`src/rtl/expanding_drop_pixel_renderer_core_macros.svh`:
```
// Assertion macros shared by the renderer modules.
`ifndef EXPANDING_DROP_PIXEL_RENDERER_CORE_MACROS_SVH
`define EXPANDING_DROP_PIXEL_RENDERER_CORE_MACROS_SVH

`ifndef SYNTHESIS
`define EDPR_ASSERT_NOW(lbl, clk, rstn, ante, cons, msg) \
  lbl: assert property (@(posedge clk) disable iff (!rstn) (ante) |-> (cons)) \
    else $error(msg);
`define EDPR_ASSERT_NEXT(lbl, clk, rstn, ante, cons, msg) \
  lbl: assert property (@(posedge clk) disable iff (!rstn) (ante) |=> (cons)) \
    else $error(msg);
`else
`define EDPR_ASSERT_NOW(lbl, clk, rstn, ante, cons, msg)
`define EDPR_ASSERT_NEXT(lbl, clk, rstn, ante, cons, msg)
`endif

`endif

```
`src/rtl/edpr_pkg.sv`:
```
`default_nettype none

package edpr_pkg;

  localparam int unsigned GRID_WIDTH  = 12;
  localparam int unsigned GRID_HEIGHT = 9;

  localparam int unsigned StepsPerPixel = 50;
  localparam int unsigned FadeAfter     = 150;
  localparam int unsigned DieAt         = 300;

  typedef enum logic [1:0] {
    OP_START   = 2'd0,
    OP_ADVANCE = 2'd1,
    OP_READ    = 2'd2
  } op_e;

  typedef enum logic [2:0] {
    CFG_CENTER_X    = 3'd0,
    CFG_CENTER_Y    = 3'd1,
    CFG_START_RED   = 3'd2,
    CFG_START_GREEN = 3'd3,
    CFG_START_BLUE  = 3'd4
  } cfg_idx_e;

  typedef struct packed {
    logic [8:0] radius;
    logic [3:0] whole;
    logic [5:0] frac;
    logic [7:0] red;
    logic [7:0] green;
    logic [7:0] blue;
    logic       active;
  } drop_t;

  // Coefficient k is ceil(k * 2^16 / 50), so (c * coeff) >> 16 is floor(c * k / 50).
  localparam logic [15:0] FracCoeff [StepsPerPixel] = '{
    16'd0,     16'd1311,  16'd2622,  16'd3933,  16'd5243,
    16'd6554,  16'd7865,  16'd9176,  16'd10486, 16'd11797,
    16'd13108, 16'd14418, 16'd15729, 16'd17040, 16'd18351,
    16'd19661, 16'd20972, 16'd22283, 16'd23593, 16'd24904,
    16'd26215, 16'd27526, 16'd28836, 16'd30147, 16'd31458,
    16'd32768, 16'd34079, 16'd35390, 16'd36701, 16'd38011,
    16'd39322, 16'd40633, 16'd41944, 16'd43254, 16'd44565,
    16'd45876, 16'd47186, 16'd48497, 16'd49808, 16'd51119,
    16'd52429, 16'd53740, 16'd55051, 16'd56361, 16'd57672,
    16'd58983, 16'd60294, 16'd61604, 16'd62915, 16'd64226
  };

  // Nine tenths, rounded down, by a reciprocal multiply that is exact for eight bits.
  function automatic logic [7:0] fade(input logic [7:0] c);
    logic [23:0] prod;
    prod = 24'(c) * 24'd58986;
    return prod[23:16];
  endfunction

endpackage

`default_nettype wire

```
`src/rtl/edpr_shade.sv`:
```
`default_nettype none

module edpr_shade
  import edpr_pkg::*;
(
  input  logic [7:0] colour_i,
  input  logic [5:0] frac_i,
  input  logic       near_i,
  input  logic       inside_i,
  output logic [7:0] shade_o
);

  logic [23:0] prod;
  logic [7:0]  edge_part;
  logic        inexact;

  assign prod      = 24'(colour_i) * 24'(FracCoeff[frac_i]);
  assign edge_part = prod[23:16];
  assign inexact   = |prod[15:8];

  // Inside the drop the two parts add up to the colour, less one when the edge part was rounded.
  always_comb begin
    if (inside_i) begin
      shade_o = colour_i - 8'(inexact);
    end else if (near_i) begin
      shade_o = edge_part;
    end else begin
      shade_o = '0;
    end
  end

endmodule

`default_nettype wire

```
`src/rtl/edpr_state.sv`:
```
`default_nettype none

module edpr_state
  import edpr_pkg::*;
(
  input  logic       clk_i,
  input  logic       rst_ni,
  input  logic       step_i,
  input  logic [1:0] op_i,
  input  logic [7:0] start_red_i,
  input  logic [7:0] start_green_i,
  input  logic [7:0] start_blue_i,
  output drop_t      drop_o,
  output logic       alive_next_o
);

`include "expanding_drop_pixel_renderer_core_macros.svh"

  drop_t      drop_q, drop_d;
  logic [8:0] radius_inc;

  assign radius_inc = drop_q.radius + 9'd1;

  always_comb begin
    drop_d = drop_q;
    case (op_i)
      OP_START: begin
        drop_d.radius = '0;
        drop_d.whole  = '0;
        drop_d.frac   = '0;
        drop_d.red    = start_red_i;
        drop_d.green  = start_green_i;
        drop_d.blue   = start_blue_i;
        drop_d.active = 1'b1;
      end
      OP_ADVANCE: begin
        if (drop_q.active) begin
          drop_d.radius = radius_inc;
          if (drop_q.frac == 6'(StepsPerPixel - 1)) begin
            drop_d.frac  = '0;
            drop_d.whole = drop_q.whole + 4'd1;
          end else begin
            drop_d.frac = drop_q.frac + 6'd1;
          end
          if (radius_inc > 9'(FadeAfter)) begin
            drop_d.red   = fade(drop_q.red);
            drop_d.green = fade(drop_q.green);
            drop_d.blue  = fade(drop_q.blue);
          end
          if (radius_inc >= 9'(DieAt)) begin
            drop_d.active = 1'b0;
          end
        end
      end
      default: begin
        drop_d = drop_q;
      end
    endcase
  end

  always_ff @(posedge clk_i or negedge rst_ni) begin
    if (!rst_ni) begin
      drop_q <= '{radius: '0, whole: '0, frac: '0, red: 8'hff, green: 8'hff,
                  blue: 8'hff, active: 1'b1};
    end else if (step_i) begin
      drop_q <= drop_d;
    end
  end

  assign drop_o       = drop_q;
  assign alive_next_o = drop_d.active;

  `EDPR_ASSERT_NOW(a_radius_split, clk_i, rst_ni, 1'b1,
    (10'(drop_q.whole) * 10'd50 + 10'(drop_q.frac)) == 10'(drop_q.radius),
    "radius disagrees with its whole and fractional parts")
  `EDPR_ASSERT_NOW(a_dead_at_limit, clk_i, rst_ni, !drop_q.active,
    drop_q.radius == 9'(DieAt), "drop died away from the final radius")
  `EDPR_ASSERT_NEXT(a_start_revives, clk_i, rst_ni, step_i && (op_i == OP_START),
    drop_q.active && (drop_q.radius == '0), "start did not revive the drop")

endmodule

`default_nettype wire

```
`src/rtl/expanding_drop_pixel_renderer_core.sv`:
```
`default_nettype none

// Renders one square drop that grows from a centre point and fades as it grows. Each input
// word starts the drop, advances it by one frame, reads one pixel's colour or, for the unused
// code, does nothing, and gives exactly one result word. One word is taken every cycle unless
// the result side stalls: a word passes an input register and a result register, and its
// result is presented once the word moves on into the result register. Input ready drops
// only while both registers hold words and the result side is not taking one. The drop state
// is updated as a word leaves the input register, so a read sees every earlier advance. The
// colour shading is one 8 by 16 bit multiply per channel by a coefficient from a small
// constant table. Configuration writes are taken at any time but belong in idle periods; cfg_ready_o is always high.
module expanding_drop_pixel_renderer_core
  import edpr_pkg::*;
(
  input  logic       clk_i,
  input  logic       rst_ni,
  input  logic       cfg_valid_i,
  output logic       cfg_ready_o,
  input  logic [2:0] cfg_index_i,
  input  logic [7:0] cfg_data_i,
  input  logic       in_valid_i,
  output logic       in_ready_o,
  input  logic [1:0] operation_i,
  input  logic [3:0] pixel_x_i,
  input  logic [3:0] pixel_y_i,
  output logic       out_valid_o,
  input  logic       out_ready_i,
  output logic [7:0] red_o,
  output logic [7:0] green_o,
  output logic [7:0] blue_o,
  output logic       alive_o
);

`include "expanding_drop_pixel_renderer_core_macros.svh"

  logic [3:0] center_x_q, center_y_q;
  logic [7:0] start_red_q, start_green_q, start_blue_q;

  logic       a_valid_q;
  logic [1:0] a_op_q;
  logic [3:0] a_px_q, a_py_q;

  logic       out_valid_q;
  logic [7:0] red_q, green_q, blue_q;
  logic       alive_q;

  logic       in_take, out_free, move;
  drop_t      drop;
  logic       alive_next;
  logic [3:0] dx, dy, reach;
  logic       on_grid, lit, near, covered;
  logic [7:0] shade_r, shade_g, shade_b;

  assign cfg_ready_o = 1'b1;

  always_ff @(posedge clk_i or negedge rst_ni) begin
    if (!rst_ni) begin
      center_x_q    <= 4'd3;
      center_y_q    <= 4'd4;
      start_red_q   <= 8'hff;
      start_green_q <= 8'hff;
      start_blue_q  <= 8'hff;
    end else if (cfg_valid_i) begin
      case (cfg_index_i)
        CFG_CENTER_X:    center_x_q    <= cfg_data_i[3:0];
        CFG_CENTER_Y:    center_y_q    <= cfg_data_i[3:0];
        CFG_START_RED:   start_red_q   <= cfg_data_i;
        CFG_START_GREEN: start_green_q <= cfg_data_i;
        CFG_START_BLUE:  start_blue_q  <= cfg_data_i;
        default: begin
        end
      endcase
    end
  end

  assign out_free   = !out_valid_q || out_ready_i;
  assign move       = a_valid_q && out_free;
  assign in_ready_o = !a_valid_q || out_free;
  assign in_take    = in_valid_i && in_ready_o;

  always_ff @(posedge clk_i or negedge rst_ni) begin
    if (!rst_ni) begin
      a_valid_q <= 1'b0;
    end else if (in_take) begin
      a_valid_q <= 1'b1;
    end else if (move) begin
      a_valid_q <= 1'b0;
    end
  end

  always_ff @(posedge clk_i) begin
    if (in_take) begin
      a_op_q <= operation_i;
      a_px_q <= pixel_x_i;
      a_py_q <= pixel_y_i;
    end
  end

  edpr_state u_state (
    .clk_i         (clk_i),
    .rst_ni        (rst_ni),
    .step_i        (move),
    .op_i          (a_op_q),
    .start_red_i   (start_red_q),
    .start_green_i (start_green_q),
    .start_blue_i  (start_blue_q),
    .drop_o        (drop),
    .alive_next_o  (alive_next)
  );

  assign dx      = (a_px_q > center_x_q) ? a_px_q - center_x_q : center_x_q - a_px_q;
  assign dy      = (a_py_q > center_y_q) ? a_py_q - center_y_q : center_y_q - a_py_q;
  assign reach   = (dx > dy) ? dx : dy;
  assign on_grid = (9'(a_px_q) < 9'(GRID_WIDTH)) && (9'(a_py_q) < 9'(GRID_HEIGHT));
  assign lit     = (a_op_q == OP_READ) && drop.active && on_grid;
  assign near    = lit && (5'(reach) <= 5'(drop.whole) + 5'd1);
  assign covered = lit && (reach <= drop.whole);

  edpr_shade u_shade_r (
    .colour_i (drop.red),
    .frac_i   (drop.frac),
    .near_i   (near),
    .inside_i (covered),
    .shade_o  (shade_r)
  );

  edpr_shade u_shade_g (
    .colour_i (drop.green),
    .frac_i   (drop.frac),
    .near_i   (near),
    .inside_i (covered),
    .shade_o  (shade_g)
  );

  edpr_shade u_shade_b (
    .colour_i (drop.blue),
    .frac_i   (drop.frac),
    .near_i   (near),
    .inside_i (covered),
    .shade_o  (shade_b)
  );

  always_ff @(posedge clk_i or negedge rst_ni) begin
    if (!rst_ni) begin
      out_valid_q <= 1'b0;
    end else if (move) begin
      out_valid_q <= 1'b1;
    end else if (out_ready_i) begin
      out_valid_q <= 1'b0;
    end
  end

  always_ff @(posedge clk_i) begin
    if (move) begin
      red_q   <= shade_r;
      green_q <= shade_g;
      blue_q  <= shade_b;
      alive_q <= alive_next;
    end
  end

  assign out_valid_o = out_valid_q;
  assign red_o       = red_q;
  assign green_o     = green_q;
  assign blue_o      = blue_q;
  assign alive_o     = alive_q;

  `EDPR_ASSERT_NEXT(a_input_drains, clk_i, rst_ni, a_valid_q && !out_valid_q,
    out_valid_q, "held word did not reach the result register")
  `EDPR_ASSERT_NOW(a_dark_unless_read, clk_i, rst_ni, a_valid_q && (a_op_q != OP_READ),
    (shade_r == '0) && (shade_g == '0) && (shade_b == '0),
    "colour produced for a word that is not a read")
  `EDPR_ASSERT_NOW(a_ready_when_empty, clk_i, rst_ni, !a_valid_q,
    in_ready_o, "input not ready while the input register is empty")

endmodule

`default_nettype wire

```
`config.mk`:
```
export PLATFORM = sky130hd
export DESIGN_NAME = expanding_drop_pixel_renderer_core
export DESIGN_NICKNAME = d
export VERILOG_FILES = /design/src/rtl/edpr_pkg.sv /design/src/rtl/edpr_shade.sv /design/src/rtl/edpr_state.sv /design/src/rtl/expanding_drop_pixel_renderer_core.sv
export VERILOG_INCLUDE_DIRS = /design/src /design/src/rtl
export SDC_FILE = /design/constraint.sdc
export NUM_CORES = 1
export LEC_CHECK = 0
export BUFFER_PORTS_ARGS = -buffer_cell sky130_fd_sc_hd__buf_2
export CAP_MARGIN = 20
export CORE_UTILIZATION = 30
export CTS_BUF_LIST = sky130_fd_sc_hd__clkbuf_16
export DETAILED_ROUTE_END_ITERATION = 10
export SYNTH_ARGS = -nofsm -noshare
export SYNTH_HDL_FRONTEND = slang
export SYNTH_SLANG_ARGS = --single-unit
export TNS_END_PERCENT = 20
```
`constraint.sdc`:
```
create_clock -name clk_i -period 9.1 [get_ports clk_i]
set_clock_uncertainty 0.05 [all_clocks]
set_input_delay 1.82 -clock clk_i [delete_from_list [all_inputs] [get_ports clk_i]]
set_output_delay 1.82 -clock clk_i [all_outputs]
set_load 0.1 [all_outputs]
```
==> qor.tcl <==
set qor(cp-end-kind) {register}
set qor(setup_violations) 0
set qor(ys_seq_area_share_pct) 13.1
set qor(synthDominantCellAreaShare_pct) 28.2
set qor(layout.nets) 3300
set qor(cts_max_path_buffers) 2
set qor(cts_resized) 0
set qor(fp.dieArea_sq_mm) 0.0795
set qor(synth_enable_flop_cells) 35
set qor(core_area_sq_mm) 0.0775
set qor(path_clk_slew_ns) 0.07
set qor(timing.critical_path.slowest_stage_cell) {sky130_fd_sc_hd__dfrtp_1}
set qor(minimum_period_implied_by_the_final_worst_setup_slack_ns) 8.44
set qor(cp.arrival_ns) 8.54
set qor(tritoncts_sink_count) 113
set qor(grt.total_usage_pct) 15.3
set qor(hold_violations) 0
set qor(netlist_top_cells_count) {437 x sky130_fd_sc_hd__inv_1, 360 x sky130_fd_sc_hd__ha_1, 331 x sky130_fd_sc_hd__fa_1, 233 x sky130_fd_sc_hd__nand2_1, 159 x sky130_fd_sc_hd__and2_1}
set qor(drc_errors) 0
set qor(max_cap_violations) 0
set qor(clock.fmax_ghz) 0.118
set qor(worstPathRequired_ns) 9.20
set qor(first_pass_grt_wire_length_mm) 96.3
set qor(dp_hpwl_mm) 45.9
set qor(cts_tree) {yes}
set qor(placement.io_buffers) 52
set qor(worst_hold_path_type) {reg2reg}
set qor(core.rowCount) 102
set qor(ys_dominant_reg_cell) {sky130_fd_sc_hd__dfstp_2}
set qor(cts_made_buffers) 17
set qor(route.final.wire_length_mm) 58.5
set qor(slew_viol_final) 0
set qor(total_iterations_of_the_first_detailed_routing_run) 5
set qor(slew_headroom_pct) 31.7
set qor(crit_path_max_incr_delay_ns) 0.65
set qor(pin_count) 54
set qor(grt_max_degree) 59
set qor(area_delta_synth_final_pct) 8.50
set qor(post_synth_instance_area_sq_mm) 0.0235
set qor(synth_seq_cells) 113
set qor(layoutNonFillerInstCount) 3636
set qor(post-synth-top-count-cell) {sky130_fd_sc_hd__inv_1}
set qor(crit_type) {reg2reg}
set qor(postRouteAntennaNets) 0
set qor(postLayoutCoreUtil_pct) 32.9
set qor(yosys-top-cells-area) {sky130_fd_sc_hd__fa_1 28%, sky130_fd_sc_hd__ha_1 19%, sky130_fd_sc_hd__inv_1 7.0%, sky130_fd_sc_hd__dfstp_2 5.8%, sky130_fd_sc_hd__edfxtp_1 4.5%}
set qor(whs_path_depth) 1
set qor(use_met1_pct) 20.7
set qor(synthesis.instances) 2580
set qor(detailroute.via_count) 17600
set qor(syn_area_per_cell_sq_um) 9.11
set qor(worst_setup_path_start_kind) {register}
set qor(cell_count_after_placement) 3604
set qor(finalWeightedCongestion) 0.859
set qor(clk-insertion-delay-late_ns) 0.44
set qor(drive_gt1_share_pct) 8.63
set qor(first_global_vias) 18200
set qor(wl_cell_um) 16.1
set qor(reg2reg_setup_slack_ns) 0.66
set qor(worst-slew-pin-transition_ns) 1.02
set qor(post-cts-setup-buffers) 0
set qor(antennaDiodeCount) 0
set qor(proportion_of_register_bits_with_asynchronous_set_or_reset_after_synthesis_pct) 69.0
set qor(post-synth-top-area-cell) {sky130_fd_sc_hd__fa_1}
set qor(globalRouteMet3Util_pct) 1.75
set qor(initial_utilization_pct) 30.3
set qor(synth.yosys.warnings) 0
set qor(worst_r2r_path_depth) 30
set qor(chipHeight_um) 282
set qor(cts-hold-fix-buffers) 0
set qor(grt_antenna_before_repair) 0
set qor(final_min_period_over_clock_period_pct) 92.8
set qor(iter_0_drt_violations) 1035
set qor(grt_use_met2_pct) 26.0
set qor(synth_cell_type_count) 84
set qor(setup_repair_after_global_routing_missed_its_margin) {no}
set qor(gr-total-overflow) 0
set qor(grt_most_used_layer) {met2}
set qor(clockRootBuffer) {sky130_fd_sc_hd__clkbuf_16}
set qor(syn_nets) 3297
set qor(timing.setup.tns_ns) 0
set qor(vias_per_cell) 4.84
set qor(status) {finished, final reports clean}
set qor(die_w_um) 282
set qor(worstPathMaxFanout) 16
set qor(htree_num_levels) 4
[worst paths after layout]
check                               endpoint               start
setup / recovery                   blue_o[7]  u_state.drop_o[25]
hold / removal                   out_valid_o           a_valid_q
setup reg to reg                   blue_o[7]  u_state.drop_o[25]
hold reg to reg                  out_valid_o           a_valid_q
max in group asynchronous        out_valid_o              rst_ni
min in group asynchronous  u_state.drop_o[6]              rst_ni
[cells by family after synthesis]
| group | count (synthesis) | share of synthesized area [%] |
|---|---|---|
| AND/OR/NAND/NOR | 723 | 15.1 |
| other | 1 | 0.0160 |
| AO/OA/AOI/OAI | 395 | 10.9 |
| buffers and inverters | 536 | 8.64 |
| multiplexers | 43 | 2.00 |
| XOR/XNOR | 77 | 2.87 |
| adder cells (fa/ha/maj) | 692 | 47.4 |
| flip-flops | 113 | 13.1 |
[flip-flops by register name, summed over array words and instances (netlist names)]
| name | count |
|---|---|
| a_valid_q | 1 |
| red_o | 8 |
| blue_o | 8 |
| u_state.drop_o | 44 |
| a_px_q | 4 |
| a_py_q | 4 |
| start_red_q | 8 |
| green_o | 8 |
| alive_o | 1 |
| a_op_q | 2 |
| start_blue_q | 8 |
| start_green_q | 8 |
| center_x_q | 4 |
| center_y_q | 4 |
| out_valid_o | 1 |
[metal layers]
metal  part of all wire [%]  up-vias
li1                       -     8413
met1                     46     8768
met2                     48      372
met3                    3.9       58
met4                    1.7        0
met5                      0        -
[worst max-delay path: cells and delay by family (launching register included)]
family	cells	cell delay (ns)
adders and majority gates	7	2.97
AOI/OAI and AO/OA	10	2.35
and+or+nand+nor	7	1.30
DFF	1	0.65
buffers and inverters	4	0.52
xor gates and xnor gates	2	0.29
[cell type report]
| class | count | area, sq um |
|---|---|---|
| clock inverters | 15 | 111 |
| inverters | 438 | 1640 |
| repair buffers | 82 | 488 |
| clock buffers | 17 | 425 |
| well taps | 1040 | 1300 |
| flip-flops and latches | 113 | 3070 |
| fillers | 8083 | 52000 |
| multi-input cells | 1931 | 18500 |
[metrics by stage]
step	instance area [sq um]	setup slack, ns	hold WS, ns
2_1_floorplan	23500	1.70	0.407
3_3_place_gp	25000	0.832	0.426
3_5_place_dp	25000	0.641	0.434
4_1_cts	25500	0.629	0.457
5_1_grt	25500	0.0681	0.481
6_report	25500	0.658	0.448
[cell usage in the layout, fill, tap and decap left out, types with 17 or more instances in the layout]
cell type / instances
sky130_fd_sc_hd__inv_1: 437
sky130_fd_sc_hd__ha_1: 360
sky130_fd_sc_hd__fa_1: 331
sky130_fd_sc_hd__nand2_1: 233
sky130_fd_sc_hd__and2_1: 159
sky130_fd_sc_hd__nor2_1: 153
sky130_fd_sc_hd__a21oi_1: 99
sky130_fd_sc_hd__o21ai_0: 75
sky130_fd_sc_hd__xnor2_1: 53
sky130_fd_sc_hd__dfstp_2: 52
sky130_fd_sc_hd__buf_2: 51
sky130_fd_sc_hd__a21o_1: 45
sky130_fd_sc_hd__nand2b_1: 35
sky130_fd_sc_hd__edfxtp_1: 35
sky130_fd_sc_hd__nand3_1: 32
sky130_fd_sc_hd__buf_4: 31
sky130_fd_sc_hd__mux2_2: 30
sky130_fd_sc_hd__dfrtp_1: 26
sky130_fd_sc_hd__o22ai_1: 24
sky130_fd_sc_hd__xor2_1: 24
sky130_fd_sc_hd__nor3_1: 22
sky130_fd_sc_hd__nor2b_1: 19
sky130_fd_sc_hd__a22oi_1: 18
sky130_fd_sc_hd__clkbuf_16: 17
Power is not shown: default switching activity piles up to over one toggle a cycle in this logic, so the estimate is an artifact.
